[config.mk]
export PLATFORM = sky130hd
export DESIGN_NAME = sprite_entry_expander
export DESIGN_NICKNAME = d
export VERILOG_FILES = /design/src/rtl/spx_pkg.sv /design/src/rtl/sprite_entry_expander.sv /design/src/rtl/spx_front.sv /design/src/rtl/spx_queue.sv /design/src/rtl/spx_back.sv
export SDC_FILE = /design/constraint.sdc
export NUM_CORES = 1
export LEC_CHECK = 0
export BUFFER_PORTS_ARGS = -buffer_cell sky130_fd_sc_hd__buf_2
export CAP_MARGIN = 20
export CORE_MARGIN = 3
export CORE_UTILIZATION = 40
export DETAILED_ROUTE_END_ITERATION = 12
export GPL_TIMING_DRIVEN = 0
export RECOVER_POWER = 100
export REMOVE_ABC_BUFFERS = 1
export SLEW_MARGIN = 30
export SYNTH_ARGS = -nofsm -noshare
export SYNTH_HDL_FRONTEND = slang
export SYNTH_SLANG_ARGS = --single-unit
export TNS_END_PERCENT = 5
[constraint.sdc]
create_clock -name i_clk -period 3.69 [get_ports i_clk]
set_input_delay 0 -clock i_clk [delete_from_list [all_inputs] [get_ports i_clk]]
set_output_delay 0 -clock i_clk [all_outputs]
set_load 0.02 [all_outputs]
[src/rtl/spx_pkg.sv]
package spx_pkg;

    // queue between classifier and tile sequencer
    localparam int QueueDepthDefault = 4;

    // stream word widths, padded to whole bytes
    localparam int InDataW  = 56;
    localparam int OutDataW = 40;

    // configuration register indexes
    localparam logic [1:0] CFG_FLIP_SCREEN    = 2'd0;
    localparam logic [1:0] CFG_PRIORITY_MASK  = 2'd1;
    localparam logic [1:0] CFG_PRIORITY_VALUE = 2'd2;

    // positions are measured backwards from this line
    localparam logic signed [9:0] ScreenRef = 10'sd240;
    // entries placed right of this are not drawn
    localparam logic signed [9:0] RightEdge = 10'sd256;

    typedef struct packed {
        logic       flip_screen;
        logic [3:0] priority_mask;
        logic [3:0] priority_value;
    } t_cfg;

    // one classified sprite, ready for tile expansion
    typedef struct packed {
        logic [12:0]       base;
        logic [2:0]        span;
        logic [3:0]        colour;
        logic              mirror_x;
        logic              mirror_y;
        logic              rev;
        logic              step_up;
        logic signed [9:0] x;
        logic signed [9:0] y;
    } t_entry;

endpackage

[src/rtl/sprite_entry_expander.sv]
// sprite list entry expander: takes one three-word sprite entry per word on
// the slave stream and emits one tile draw command per 16-pixel tile on the
// master stream, tlast marking the final tile of the sprite. An entry that
// is disabled, fails the priority match, flashes on an odd frame or lies
// off screen to the right is dropped without output. A classifier judges
// each entry in the cycle it is accepted and queues the survivors; a tile
// sequencer drains the queue at one tile per cycle, unless the master side
// stalls, through an output register. Sustained throughput is likewise one
// tile command per cycle while unstalled, dropped entries costing no
// sequencer time; a kept entry yields 1, 2, 4 or 8 tiles. The slave side
// takes a word every cycle while the queue (QueueDepth entries) has room;
// an entry passes the queue, then the output register. Configuration
// writes are always accepted and must be made while the block is idle.
module sprite_entry_expander
    import spx_pkg::*;
#(
    parameter int QueueDepth = QueueDepthDefault
) (
    input  logic                i_clk,
    input  logic                i_rst_n,
    // slave stream: attr_word, code_word, pos_word, frame_odd, zero pad
    input  logic                s_tvalid,
    output logic                s_tready,
    input  logic [InDataW-1:0]  s_tdata,
    // master stream: tile_code, colour, mirror_x, mirror_y, screen_x,
    // screen_y, zero pad
    output logic                m_tvalid,
    input  logic                m_tready,
    output logic [OutDataW-1:0] m_tdata,
    output logic                m_tlast,
    // configuration write channel
    input  logic                i_cfg_valid,
    output logic                o_cfg_ready,
    input  logic [1:0]          i_cfg_index,
    input  logic [3:0]          i_cfg_data
);

    t_cfg   r_cfg;
    t_entry entry;
    t_entry head;
    logic   push;
    logic   pop;
    logic   full;
    logic   empty;

    // config registers, writes to unknown indexes are dropped
    assign o_cfg_ready = 1'b1;

    always_ff @(posedge i_clk) begin
        if (!i_rst_n) begin
            r_cfg <= '0;
        end else if (i_cfg_valid) begin
            case (i_cfg_index)
                CFG_FLIP_SCREEN:    r_cfg.flip_screen    <= i_cfg_data[0];
                CFG_PRIORITY_MASK:  r_cfg.priority_mask  <= i_cfg_data;
                CFG_PRIORITY_VALUE: r_cfg.priority_value <= i_cfg_data;
                default: begin
                end
            endcase
        end
    end

    // classify and queue
    spx_front u_front (
        .i_valid     (s_tvalid),
        .o_ready     (s_tready),
        .i_attr_word (s_tdata[15:0]),
        .i_code_word (s_tdata[31:16]),
        .i_pos_word  (s_tdata[47:32]),
        .i_frame_odd (s_tdata[48]),
        .i_cfg       (r_cfg),
        .i_full      (full),
        .o_push      (push),
        .o_entry     (entry)
    );

    spx_queue #(
        .Depth (QueueDepth)
    ) u_queue (
        .i_clk   (i_clk),
        .i_rst_n (i_rst_n),
        .i_push  (push),
        .i_entry (entry),
        .o_full  (full),
        .o_empty (empty),
        .i_pop   (pop),
        .o_head  (head)
    );

    // expand into tiles, one word per cycle while the master side accepts
    spx_back u_back (
        .i_clk      (i_clk),
        .i_rst_n    (i_rst_n),
        .i_head     (head),
        .i_empty    (empty),
        .o_pop      (pop),
        .o_m_tvalid (m_tvalid),
        .i_m_tready (m_tready),
        .o_m_tdata  (m_tdata),
        .o_m_tlast  (m_tlast)
    );

endmodule

[src/rtl/spx_front.sv]
module spx_front
    import spx_pkg::*;
(
    input  logic        i_valid,
    output logic        o_ready,
    input  logic [15:0] i_attr_word,
    input  logic [15:0] i_code_word,
    input  logic [15:0] i_pos_word,
    input  logic        i_frame_odd,
    input  t_cfg        i_cfg,
    input  logic        i_full,
    output logic        o_push,
    output t_entry      o_entry
);

    logic              keep;
    logic [3:0]        colour;
    logic [2:0]        span;
    logic signed [9:0] sx;
    logic signed [9:0] sy;
    logic signed [9:0] x_raw;
    logic signed [9:0] y_raw;

    assign colour = i_pos_word[15:12];
    assign sx     = {i_pos_word[8], i_pos_word[8:0]};
    assign sy     = {i_attr_word[8], i_attr_word[8:0]};
    assign x_raw  = ScreenRef - sx;
    assign y_raw  = ScreenRef - sy;
    assign span   = 3'((4'd1 << i_attr_word[12:11]) - 4'd1);

    // drop disabled, wrong priority, flashing on odd frame, off right edge
    assign keep = i_attr_word[15]
                && ((colour & i_cfg.priority_mask) == i_cfg.priority_value)
                && !(i_pos_word[11] && i_frame_odd)
                && !(x_raw > RightEdge);

    assign o_ready = !i_full;
    assign o_push  = i_valid && !i_full && keep;

    always_comb begin
        o_entry.base     = i_code_word[12:0] & ~{10'b0, span};
        o_entry.span     = span;
        o_entry.colour   = colour;
        o_entry.mirror_x = i_attr_word[13] ^ i_cfg.flip_screen;
        o_entry.mirror_y = i_attr_word[14] ^ i_cfg.flip_screen;
        o_entry.rev      = i_attr_word[14];
        o_entry.step_up  = i_cfg.flip_screen;
        o_entry.x        = i_cfg.flip_screen ? (ScreenRef - x_raw) : x_raw;
        o_entry.y        = i_cfg.flip_screen ? (ScreenRef - y_raw) : y_raw;
    end

endmodule

[src/rtl/spx_queue.sv]
module spx_queue
    import spx_pkg::*;
#(
    parameter int Depth = QueueDepthDefault
) (
    input  logic   i_clk,
    input  logic   i_rst_n,
    input  logic   i_push,
    input  t_entry i_entry,
    output logic   o_full,
    output logic   o_empty,
    input  logic   i_pop,
    output t_entry o_head
);

    localparam int AW = $clog2(Depth);

    t_entry        r_mem [Depth];
    logic [AW:0]   r_wr_ptr;
    logic [AW:0]   r_rd_ptr;

    assign o_empty = (r_wr_ptr == r_rd_ptr);
    assign o_full  = (r_wr_ptr[AW] != r_rd_ptr[AW])
                  && (r_wr_ptr[AW-1:0] == r_rd_ptr[AW-1:0]);
    assign o_head  = r_mem[r_rd_ptr[AW-1:0]];

    always_ff @(posedge i_clk) begin
        if (!i_rst_n) begin
            r_wr_ptr <= '0;
            r_rd_ptr <= '0;
        end else begin
            if (i_push) begin
                r_wr_ptr <= r_wr_ptr + (AW+1)'(1);
            end
            if (i_pop) begin
                r_rd_ptr <= r_rd_ptr + (AW+1)'(1);
            end
        end
    end

    always_ff @(posedge i_clk) begin
        if (i_push) begin
            r_mem[r_wr_ptr[AW-1:0]] <= i_entry;
        end
    end

endmodule

[src/rtl/spx_back.sv]
module spx_back
    import spx_pkg::*;
(
    input  logic                i_clk,
    input  logic                i_rst_n,
    input  t_entry              i_head,
    input  logic                i_empty,
    output logic                o_pop,
    output logic                o_m_tvalid,
    input  logic                i_m_tready,
    output logic [OutDataW-1:0] o_m_tdata,
    output logic                o_m_tlast
);

    logic                r_busy;
    logic                n_busy;
    logic [2:0]          r_k;
    logic [2:0]          n_k;
    t_entry              r_entry;
    t_entry              n_entry;
    logic                r_out_valid;
    logic                n_out_valid;
    logic [OutDataW-1:0] r_out_data;
    logic                r_out_last;

    t_entry            cur;
    logic [2:0]        k;
    logic              emit;
    logic [12:0]       tile;
    logic [9:0]        offs;
    logic signed [9:0] tile_y;

    assign cur  = r_busy ? r_entry : i_head;
    assign k    = r_busy ? r_k : i_head.span;
    assign emit = (r_busy || !i_empty) && (!r_out_valid || i_m_tready);
    assign o_pop = emit && !r_busy;

    // base is aligned to the stack, so or-ing in the offset is an add
    assign tile   = cur.base | {10'b0, (cur.rev ? k : (cur.span ^ k))};
    assign offs   = {3'b000, k, 4'b0000};
    assign tile_y = cur.step_up ? (cur.y + $signed(offs)) : (cur.y - $signed(offs));

    always_comb begin
        n_busy      = r_busy;
        n_k         = r_k;
        n_entry     = r_entry;
        n_out_valid = r_out_valid && !i_m_tready;
        if (emit) begin
            n_out_valid = 1'b1;
            n_entry     = cur;
            if (k == 3'd0) begin
                n_busy = 1'b0;
                n_k    = r_k;
            end else begin
                n_busy = 1'b1;
                n_k    = k - 3'd1;
            end
        end
    end

    always_ff @(posedge i_clk) begin
        if (!i_rst_n) begin
            r_busy      <= 1'b0;
            r_out_valid <= 1'b0;
        end else begin
            r_busy      <= n_busy;
            r_out_valid <= n_out_valid;
        end
    end

    always_ff @(posedge i_clk) begin
        r_k     <= n_k;
        r_entry <= n_entry;
        if (emit) begin
            r_out_data <= {1'b0, tile_y, cur.x, cur.mirror_y, cur.mirror_x,
                           cur.colour, tile};
            r_out_last <= (k == 3'd0);
        end
    end

    assign o_m_tvalid = r_out_valid;
    assign o_m_tdata  = r_out_data;
    assign o_m_tlast  = r_out_last;

endmodule

==> impl_metrics.json <==
{
  "power_density_mw_per_mm2": 647.6,
  "num_vias": 6065,
  "drt-wirelength-per-cell_um": 18.43,
  "gp_congestion": 0.8177,
  "setup_viol": 0,
  "met3_usage_pct": 2.459,
  "grt_use_total_pct": 14.61,
  "maxSlewHeadroom_pct": -9.957,
  "grt_start_max_net_pins": 31,
  "clock_skew_ns": 0.01225,
  "ys.flop_type": "edfxtp_1",
  "io_buffer_count": 94,
  "gr-usage-met1_pct": 18.81,
  "die_w_um": 171.8,
  "clockRootBuffer": "clkbuf_16",
  "antenna_found_initial": 2,
  "initial_utilization_pct": 40.79,
  "leakagePower_uw": 0.004281,
  "cts_made_buffers": 26,
  "ys_types": 74,
  "place_area_mm2": 0.01173,
  "endpoint_kind": "flop",
  "tightest_slew_ns": 1.649,
  "yosysMostFrequentCell": "edfxtp_1",
  "async_reset_ff_share_pct": 0,
  "final_antenna_net_count": 0,
  "cts_tree": "built",
  "rsz0062_at_grt": "no",
  "design_area_mm2": 0.01274,
  "place_ws_ns": -0.3438,
  "clock_latency_ns": 0.53,
  "arrival_ns": 3.63,
  "holdCritPathClass": "in2reg",
  "cp-start-kind": "input port",
  "postRouteWirelength_mm": 21.47,
  "syn_avg_cell_area_um2": 15.86,
  "violations": "capacitance limit, slew limit",
  "use_met2_pct": 25.89,
  "first_global_vias": 6397,
  "cp_cell_sequence": "dlygate4sd3_1 -> clkbuf_1 -> inv_1 -> ha_1 -> or3b_1 -> a211oi_1 -> nand4b_1 -> a21oi_1 -> and2_2 -> buf_4",
  "grt_first_pass_wirelength_mm": 33.97,
  "cts.sinks": 252,
  "dp_hpwl_mm": 13.80,
  "core_area_mm2": 0.02695,
  "ys_warn_count": 0,
  "yosys.area.top_type": "edfxtp_1",
  "fin_nets": 888,
  "die-area_mm2": 0.02951,
  "synth_edf_count": 233,
  "layout-drive-gt1-share_pct": 17.25,
  "synth.area.top_cells": "edfxtp_1 64%, mux4_2 9.0%, dfxtp_1 3.5%",
  "period_minus_slack_ns": 3.445,
  "fmax_ghz": 0.2903,
  "remaining_drc_errors": 0,
  "clk_path_buf_depth": 3,
  "clkTransAtPathRegs_ns": 0.06,
  "synthCells": 693,
  "critical-path-max-stage-delay_ns": 0.62,
  "slowest_stage": "and2_2",
  "path_class": "in2reg",
  "io_pins": 111,
  "drt_pass1_iterations": 5,
  "row_count": 60,
  "fin_crit_sh_pct": 93.36,
  "die_h_um": 171.8,
  "syn_area_mm2": 0.01099,
  "maxCapViolations": 2,
  "synth_seq_cells": 252,
  "grt_overflow": 0,
  "drt_iter0_drc": 459,
  "crit_fanout": 23,
  "hold_viol": 0,
  "slew_violations": 29,
  "yosysSeqAreaShare_pct": 67.11,
  "ir_drop_uv": 277.9,
  "grt-busiest-layer": "met2",
  "synth_common_cells": "233 x edfxtp_1, 57 x nand2_1, 44 x mux4_2, 32 x buf_4, 22 x inv_1",
  "htreeDepth": 1,
  "required_ns": 3.87,
  "fin_ws_ns": 0.2450,
  "synth_top_cell_area_share_pct": 63.65,
  "status": "finished with violations",
  "areaGrowthSynthToFinish_pct": 15.86,
  "viasPerCell": 5.206
}
-- cell families after synthesis --
logic type	Yosys count	synth area share [%]
AND/OR/NAND/NOR	162	7.842
AO/OA/AOI/OAI	80	5.497
adder cells (fa/ha/maj)	15	1.776
XOR/XNOR	39	3.107
other	2	0.06832
buffers and inverters	85	4.268
multiplexers	58	10.33
flip-flops	252	67.11
-- critical path: cells and delay by family --
| kind | cells | cell delay (ns) |
|---|---|---|
| buffers and inverters | 4 | 1.61 |
| AND/OR/NAND/NOR | 3 | 1.15 |
| AO/OA/AOI/OAI | 2 | 0.49 |
| adder cells (fa/ha/maj) | 1 | 0.35 |
-- cells in the final DEF, fill, tap and decap left out, types with 3 or more instances in the layout --
cell           netlist  routed
ha_1                14      14
nand2_1             57      57
buf_4               32       4
nor4_1               3       3
dfxtp_1             19      16
a21boi_0             6       6
and2_2               0       4
or2_2                3       3
a21o_1               4       4
nor2_1              21      21
nand4_1              5       5
and3b_1              4       4
clkbuf_16            0      26
a211oi_1             5       6
nor3_1              10      10
nand2b_1             5       5
and2_0               0       8
xnor2_1             21      21
dlygate4sd3_1        0      37
inv_1               22      21
clkinv_1             0      11
mux4_2              44      44
edfxtp_1           233     233
clkbuf_1            15      68
nor2b_1             13      13
xor2_1              18      18
buf_2               12      34
nand3_1              6       6
and2_1              15       3
a21oi_1             16      17
mux2i_1             13      13
o21ai_0             15      16
nand3b_1             3       3
o22ai_1              4       4
-- power breakdown --
part | switching (uW) | internal [uW] | leakage (uW)
combinational | 1210 | 761 | 0.00162
clock | 1020 | 1420 | 0.000381
sequential | 169 | 3680 | 0.00228
-- state kept, by name (all words and copies together) (netlist names), named ones only --
signal,cells
u_back.r_entry,39
u_queue.r_wr_ptr,3
u_back.o_m_tvalid,1
u_back.r_busy,1
u_back.r_k,3
u_back.o_m_tdata,14
u_back.o_m_tlast,1
u_queue.r_mem,176
r_cfg,9
u_queue.r_rd_ptr,3
-- worst paths after layout --
path,start,to,slack [ns],cells after the start
hold reg to reg,u_queue.r_wr_ptr[2],u_queue.r_wr_ptr[2],0.48,2
setup reg to reg,flop,u_back.o_m_tdata[38],0.31,14
setup / recovery,s_tdata[32],u_queue.r_mem[1][12],0.24,10
hold / removal,s_tdata[2],u_queue.r_mem[0][2],0.04,2
-- repair_timing --
item / 4_1_cts / 5_1_grt
cloned: 1 / 1
setup buffers: 1 / 4
resized for setup: 2 / 2
endpoints found under the hold margin: 131 / 0
setup endpoints to repair: 2 / 1
hold buffers: 37 / 0
-- metrics by stage --
step                      TNS [ns]  instances  power [uW]  hold slack (ns)  utilization, %
after detailed placement   -0.4172       1075        5963           0.2170           43.51
after global routing             0       1165        8712          0.04647           47.26
after CTS                        0       1159        8469          0.01670           47.87
after global placement      -63.73       1065        5848           0.2123           42.68
final                            0       1165        8247          0.03967           47.26
after floorplan             -3.500        630        5268          0.09887               -
-- metal layers --
metal / wire (um) / share of wire (%)
met4: 551 / 2.6
met3: 950 / 4.4
met5: 20 / 0.093
met2: 10760 / 50
met1: 9195 / 43
-- area by class of cell --
class                           count  area (um2)
Timing Repair Buffer              147       918.4
Timing Repair inverter              1       5.005
Inverter                           22       86.33
Antenna cell                        1       2.502
Multi-Input combinational cell    356        3123
Tap cell                          341       426.7
Fill cell                        2320       14210
Clock inverter                     15       122.6
Sequential cell                   252        7386
Clock buffer                       30       665.6
No activity file was read; power rests on OpenSTA's default activity.
